===== config.mk =====
export PLATFORM = sky130hd
export DESIGN_NAME = bounded_substring_search
export DESIGN_NICKNAME = d
export VERILOG_FILES = /design/src/bss_pkg.sv /design/src/bss_window_match.sv /design/src/bounded_substring_search.sv
export SDC_FILE = /design/constraint.sdc
export NUM_CORES = 1
export LEC_CHECK = 0
export ABC_CLOCK_PERIOD_IN_PS = 7700
export BUFFER_PORTS_ARGS = -buffer_cell sky130_fd_sc_hd__buf_2
export CAP_MARGIN = 20
export CORE_ASPECT_RATIO = 0.75
export CORE_MARGIN = 4
export CORE_UTILIZATION = 35
export CTS_CLUSTER_SIZE = 12
export DETAILED_ROUTE_END_ITERATION = 10
export SYNTH_ARGS = -nofsm -noshare
export SYNTH_HDL_FRONTEND = slang
export SYNTH_SLANG_ARGS = --single-unit

===== constraint.sdc =====
create_clock -name clk -period 7.7 [get_ports clk]
set_input_delay 0.77 -clock clk [delete_from_list [all_inputs] [get_ports clk]]
set_output_delay 0.77 -clock clk [all_outputs]
set_load 0.01 [all_outputs]

===== src/bss_pkg.sv =====
// Shared types, constants and helpers for the bounded substring search.
`timescale 1ns / 1ps
package bss_pkg;

  localparam int NEEDLE_MAX = 8;
  localparam int INDEX_BITS = 16;
  localparam int LEN_BITS   = $clog2(NEEDLE_MAX + 1);
  localparam int CFG_LEN_BITS = 4;
  localparam int MAX_BITS   = 16;
  localparam int CFG_DATA_BITS = 64;
  localparam int CFG_INDEX_BITS = 2;

  localparam logic [7:0] NUL_BYTE = 8'h00;
  localparam logic [7:0] UPPER_A  = 8'h41;
  localparam logic [7:0] UPPER_Z  = 8'h5A;
  localparam logic [7:0] CASE_BIT = 8'h20;

  typedef logic [7:0] byte_t;
  typedef logic [NEEDLE_MAX-1:0][7:0] window_t;
  typedef logic [INDEX_BITS-1:0] index_t;
  typedef logic [LEN_BITS-1:0] len_t;

  typedef enum logic [CFG_INDEX_BITS-1:0] {
    CFG_NEEDLE_BYTES  = 2'd0,
    CFG_NEEDLE_LENGTH = 2'd1,
    CFG_MAX_LENGTH    = 2'd2,
    CFG_IGNORE_CASE   = 2'd3
  } cfg_reg_t;

  function automatic byte_t fold_byte(input byte_t b, input logic ignore_case);
    byte_t r;
    r = b;
    if (ignore_case && b >= UPPER_A && b <= UPPER_Z) begin
      r = b | CASE_BIT;
    end
    return r;
  endfunction

endpackage


===== src/bss_window_match.sv =====
// Parallel needle compare against the byte window, one result per needle length.
`timescale 1ns / 1ps
module bss_window_match (
  input  bss_pkg::window_t window,
  input  bss_pkg::window_t needle,
  input  bss_pkg::len_t    len,
  input  logic             ignore_case,
  output logic             hit
);
  import bss_pkg::*;

  logic [NEEDLE_MAX:0] hit_by_len;

  // needle byte k lines up with window entry len-1-k (entry 0 is the newest byte)
  always_comb begin
    hit_by_len = '0;
    hit_by_len[0] = 1'b1;
    for (int l = 1; l <= NEEDLE_MAX; l++) begin
      hit_by_len[l] = 1'b1;
      for (int k = 0; k < l; k++) begin
        if (fold_byte(needle[k], ignore_case) != fold_byte(window[l-1-k], ignore_case)) begin
          hit_by_len[l] = 1'b0;
        end
      end
    end
  end

  assign hit = hit_by_len[len];

endmodule


===== src/bounded_substring_search.sv =====
// Latency: a result appears in the cycle after its text item is accepted.
// Throughput: one text item per cycle; the combinational window compare and index
// update set that figure. Input stalls only while a result sits stalled in the output
// register; a result taken in the same cycle frees the slot for the next item.
// Reset (synchronous) clears the search state, the config registers and the output
// valid; no clearing pass is needed.
`timescale 1ns / 1ps
module bounded_substring_search (
  input  logic                               clk,
  input  logic                               rst,
  input  logic                               cfg_valid,
  output logic                               cfg_ready,
  input  logic [bss_pkg::CFG_INDEX_BITS-1:0] cfg_index,
  input  logic [bss_pkg::CFG_DATA_BITS-1:0]  cfg_data,
  input  logic                               text_valid,
  output logic                               text_stall,
  input  logic [7:0]                         text_byte,
  input  logic                               start_req,
  output logic                               result_valid,
  input  logic                               result_stall,
  output logic                               match_found,
  output logic [bss_pkg::INDEX_BITS-1:0]     match_position,
  output logic                               search_done
);
  import bss_pkg::*;

  window_t                 needle_bytes;
  logic [CFG_LEN_BITS-1:0] needle_length;
  logic [MAX_BITS-1:0]     max_length;
  logic                    ignore_case;

  window_t recent_bytes, recent_bytes_next;
  index_t  byte_index, byte_index_next;
  logic    finished, finished_next;
  logic    found_flag, found_flag_next;
  index_t  found_offset, found_offset_next;

  window_t cur_window, window_shift;
  index_t  cur_index;
  logic    cur_finished, cur_found;
  index_t  cur_offset;
  len_t    len_eff;
  logic    hit;
  logic [INDEX_BITS:0] index_inc;
  logic [INDEX_BITS:0] len_ext;
  logic [INDEX_BITS:0] max_ext;
  logic    accept;

  assign cfg_ready  = 1'b1;
  assign text_stall = result_valid && result_stall;
  assign accept     = text_valid && !text_stall;

  // config writes
  always_ff @(posedge clk) begin
    if (rst) begin
      needle_bytes  <= '0;
      needle_length <= '0;
      max_length    <= '0;
      ignore_case   <= 1'b0;
    end else if (cfg_valid && cfg_ready) begin
      unique case (cfg_reg_t'(cfg_index))
        CFG_NEEDLE_BYTES:  needle_bytes  <= window_t'(cfg_data[8*NEEDLE_MAX-1:0]);
        CFG_NEEDLE_LENGTH: needle_length <= cfg_data[CFG_LEN_BITS-1:0];
        CFG_MAX_LENGTH:    max_length    <= cfg_data[MAX_BITS-1:0];
        CFG_IGNORE_CASE:   ignore_case   <= cfg_data[0];
        default: ;
      endcase
    end
  end

  // lengths above the window size are clamped
  assign len_eff = ({1'b0, needle_length} > (CFG_LEN_BITS+1)'(NEEDLE_MAX)) ?
                   LEN_BITS'(NEEDLE_MAX) : LEN_BITS'(needle_length);

  // a start item clears the search before its byte is processed
  assign cur_window   = start_req ? '0 : recent_bytes;
  assign cur_index    = start_req ? '0 : byte_index;
  assign cur_finished = start_req ? 1'b0 : finished;
  assign cur_found    = start_req ? 1'b0 : found_flag;
  assign cur_offset   = start_req ? '0 : found_offset;

  assign window_shift = {cur_window[NEEDLE_MAX-2:0], text_byte};
  assign index_inc    = {1'b0, cur_index} + (INDEX_BITS+1)'(1);
  assign len_ext      = (INDEX_BITS+1)'(len_eff);
  assign max_ext      = (INDEX_BITS+1)'(max_length);

  bss_window_match u_match (
    .window      (window_shift),
    .needle      (needle_bytes),
    .len         (len_eff),
    .ignore_case (ignore_case),
    .hit         (hit)
  );

  always_comb begin
    recent_bytes_next = cur_window;
    byte_index_next   = cur_index;
    finished_next     = cur_finished;
    found_flag_next   = cur_found;
    found_offset_next = cur_offset;
    if (!cur_finished) begin
      priority if (text_byte == NUL_BYTE) begin
        finished_next = 1'b1;
      end else if (len_eff == '0) begin
        // empty needle matches at the start
        found_flag_next   = 1'b1;
        found_offset_next = '0;
        finished_next     = 1'b1;
      end else if ((INDEX_BITS+1)'(cur_index) >= max_ext) begin
        finished_next = 1'b1;
      end else begin
        recent_bytes_next = window_shift;
        priority if (index_inc >= len_ext && hit) begin
          found_flag_next   = 1'b1;
          found_offset_next = INDEX_BITS'(index_inc - len_ext);
          finished_next     = 1'b1;
        end else if (index_inc >= max_ext) begin
          finished_next = 1'b1;
        end else if (cur_index != '1) begin
          byte_index_next = index_inc[INDEX_BITS-1:0];
        end else begin
          byte_index_next = cur_index;
        end
      end
    end
  end

  always_ff @(posedge clk) begin
    if (rst) begin
      recent_bytes <= '0;
      byte_index   <= '0;
      finished     <= 1'b0;
      found_flag   <= 1'b0;
      found_offset <= '0;
    end else if (accept) begin
      recent_bytes <= recent_bytes_next;
      byte_index   <= byte_index_next;
      finished     <= finished_next;
      found_flag   <= found_flag_next;
      found_offset <= found_offset_next;
    end
  end

  // output register
  always_ff @(posedge clk) begin
    if (rst) begin
      result_valid <= 1'b0;
    end else if (accept) begin
      result_valid <= 1'b1;
    end else if (!result_stall) begin
      result_valid <= 1'b0;
    end
  end

  always_ff @(posedge clk) begin
    if (accept) begin
      match_found    <= found_flag_next;
      match_position <= found_flag_next ? found_offset_next : '0;
      search_done    <= finished_next;
    end
  end

endmodule


==> impl_metrics.yaml <==
run_status:
  status: "completed"
detailed_routing:
  post_drt_wl_per_cell_um: 25.3
  route.detailed.drc: 0
  antenna_left: 0
  num_vias: 15600
  viasPerCell: 6.09
  length_of_the_first_detailed_routing_pass_in_iterations: 6
  drt_wl_total_um: 64600
  initialDrtViolationCount: 2253
flow_run:
  cap_violations: 0
layout:
  drive_gt1_share_pct: 10.5
  area_growth_pct: 9.07
  layout_common_cells: "236 x nand2_1, 213 x nor2_1, 176 x dfxtp_1"
  mostFrequentLayoutCell: "nand2_1"
  fill_cells: 4437
  finalNetCount: 2091
placed_design:
  dpl.hpwl_um: 47000
  globalplace.congestion: 1.03
  placement.io_buffers: 99
floorplan:
  floorplan_die_height_um: 186
  row_count: 65
  design.portCount: 101
  dieArea_mm2: 0.0458
  floorplan.initialDensity_pct: 35.4
  chipWidth_um: 246
  placeable_core_region_mm2: 0.0420
setup_path:
  critical_path_class: "reg2reg"
  cp_data_arrival_time_ps: 6060
  worstPathMaxFanout: 16
  setup.worst_path.start_class: "flop"
  worst_ep_required_time_ps: 8030
  path_cells: "inv_1, a222oi_1, o2111ai_1, nor3_1, nand4_1, or4_1, o41a_1, nor3_1, nand4_1, a21oi_1, buf_4, o32ai_1"
  sum_of_buffers_and_inverters_on_the_critical_path: 2
  crit_path_top_delay_cell: "dfxtp_1"
  critical_path.endpoint_type: "flop"
  worst_path_largest_cell_delay_ps: 840
  critPathTopFamily: "simple AND/OR/NAND/NOR gates"
timing:
  final_min_period_over_clock_period_pct: 74.4
  setup-violations-final: 0
  tightest_slew_ps: 1200
  fmax_mhz: 174
  grt_setup_unrepaired: "false"
  slew_headroom_pct: 19.9
  min_period_ps: 5730
  maxSlewViolCount: 0
  clock-skew-final_ps: 15.9
  fin_tns_setup_ps: 0
  timing_hold_violations_final: 0
yosys:
  synth.ff_latch_count: 194
  post_synth.cell_area_avg_um2: 7.37
  syn-cell-area_mm2: 0.0148
  synth_cell_types: 84
  ys_async_sr_fraction_pct: 0
  postSynthCellCount: 2015
  yosys_warnings: 0
  most_used_flip_flop_cell_after_synthesis: "dfxtp_1"
  yosysSeqAreaShare_pct: 27.4
  synth_enable_flop_cells: 18
  synth_nets: 2133
power_and_ir_drop:
  power_leakage_nw: 5.44
  power-per-cell-area_mw_per_mm2: 148
  total_power_mw: 2.40
  vdd_drop_max_mv: 0.135
clock_tree:
  tritoncts_num_sinks: 194
  worst_setup_hold_path_clk_slew_ps: 70
  tritoncts.num_buffers: 17
  clock_tree_from_tritoncts: "done"
  post_cts_resize_count: 0
  ctsLongestPathBuffers: 2
  clock_tree.htree_level_count: 4
  worst_skew_pair.late_latency_ps: 470
  cts-hold-fix-buffers: 0
  root_buffer: "clkbuf_16"
  post-cts-setup-buffers: 0
grt:
  grt_pass1_wl_um: 95500
  initial_antenna_violation_count: 3
  aggregate_global_route_resource_usage_pct: 27.5
  first_global_vias: 14200
  overflow: 0
  pin_count_of_the_biggest_net_entering_global_routing: 68
worst_hold_path:
  hold_path_class: "reg2reg"
[metrics by stage]
step                      instance area [um2]  std cells  hold slack [ps]  utilization, %  setup WS, ps
after global routing                    16200       2554              480            38.6          1730
final                                   16200       2557              458            38.6          1970
after floorplan                         14800       2015              425               -          1860
after CTS                               16100       2550              459            38.5          2100
after global placement                  15600       2518              439            37.1          1700
after detailed placement                15600       2519              447            37.1          1650
[path summary, 6_finish.rpt]
| kind | start | end | slack, ps | depth (start not counted) |
|---|---|---|---|---|
| worst min register to register | max_length[6]$_SDFFE_PP0P_ | max_length[6]$_SDFFE_PP0P_ | 460 | 2 |
| worst min-delay path | max_length[6]$_SDFFE_PP0P_ | max_length[6]$_SDFFE_PP0P_ | 460 | 2 |
| worst max-delay path | needle_bytes[15]$_SDFFE_PP0P_ | found_offset[13]$_SDFFE_PP0P_ | 1970 | 12 |
| worst max register to register | needle_bytes[15]$_SDFFE_PP0P_ | found_offset[13]$_SDFFE_PP0P_ | 1970 | 12 |
[kinds of logic after synthesis]
group	Yosys count	synth area share (%)
DFF	194	27.4
adders and majority gates	38	3.25
muxes	10	0.699
AOI/OAI and AO/OA	538	24.5
buffers and inverters	290	7.64
and+or+nand+nor	760	25.5
xor gates and xnor gates	184	11.0
other	1	0.0253
[per-layer routing]
layer	GRT usage [%]	routed length [um]
met1	42.1	30700
met3	10.5	8270
met2	35.2	24200
met4	7.18	1400
met5	0	13
[report_power, final]
part	internal [mW]	total, mW	switching [mW]
Clock	0.458	0.888	0.430
Combinational	0.143	0.423	0.279
Sequential	1.04	1.09	0.0452
[area by class of cell]
cell class	instances	area [um2]	area share, %
repair buffers	144	843	5.21
well taps	569	712	4.40
diodes	3	7.51	0.0464
flip-flops and latches	194	4060	25.1
multi-input cells	1531	9680	59.8
inverters	85	319	1.97
clock inverters	11	92.6	0.572
clock buffers	20	479	2.96
[cell usage after synthesis, types with 23 or more instances]
cell,number,area [um2]
a21oi_1,151,756
a22oi_1,42,315
a31oi_1,68,425
a32oi_1,27,236
buf_1,36,135
clkbuf_1,148,556
dfxtp_1,176,3520
ha_1,37,463
inv_1,81,304
nand2_1,236,886
nand2b_1,54,338
nand3_1,32,160
nand4_1,35,219
nor2_1,213,800
nor3_1,40,200
nor4_1,26,163
nor4bb_1,35,350
o21a_1,23,173
o21ai_0,59,295
o32ai_1,61,534
xnor2_1,120,1050
xor2_1,62,543
[tightest hold or removal path: stages, from the launching register on]
cell and delay (ps):
dfxtp_1 310, nand2_1 50, a21oi_1 50
[state kept, by name, summed over array words and instances (netlist names), 4 cells and up]
register        count
match_position     16
byte_index         16
found_offset       16
recent_bytes       56
max_length         16
needle_bytes       64
needle_length       4
(Power assumes the default switching activity.)
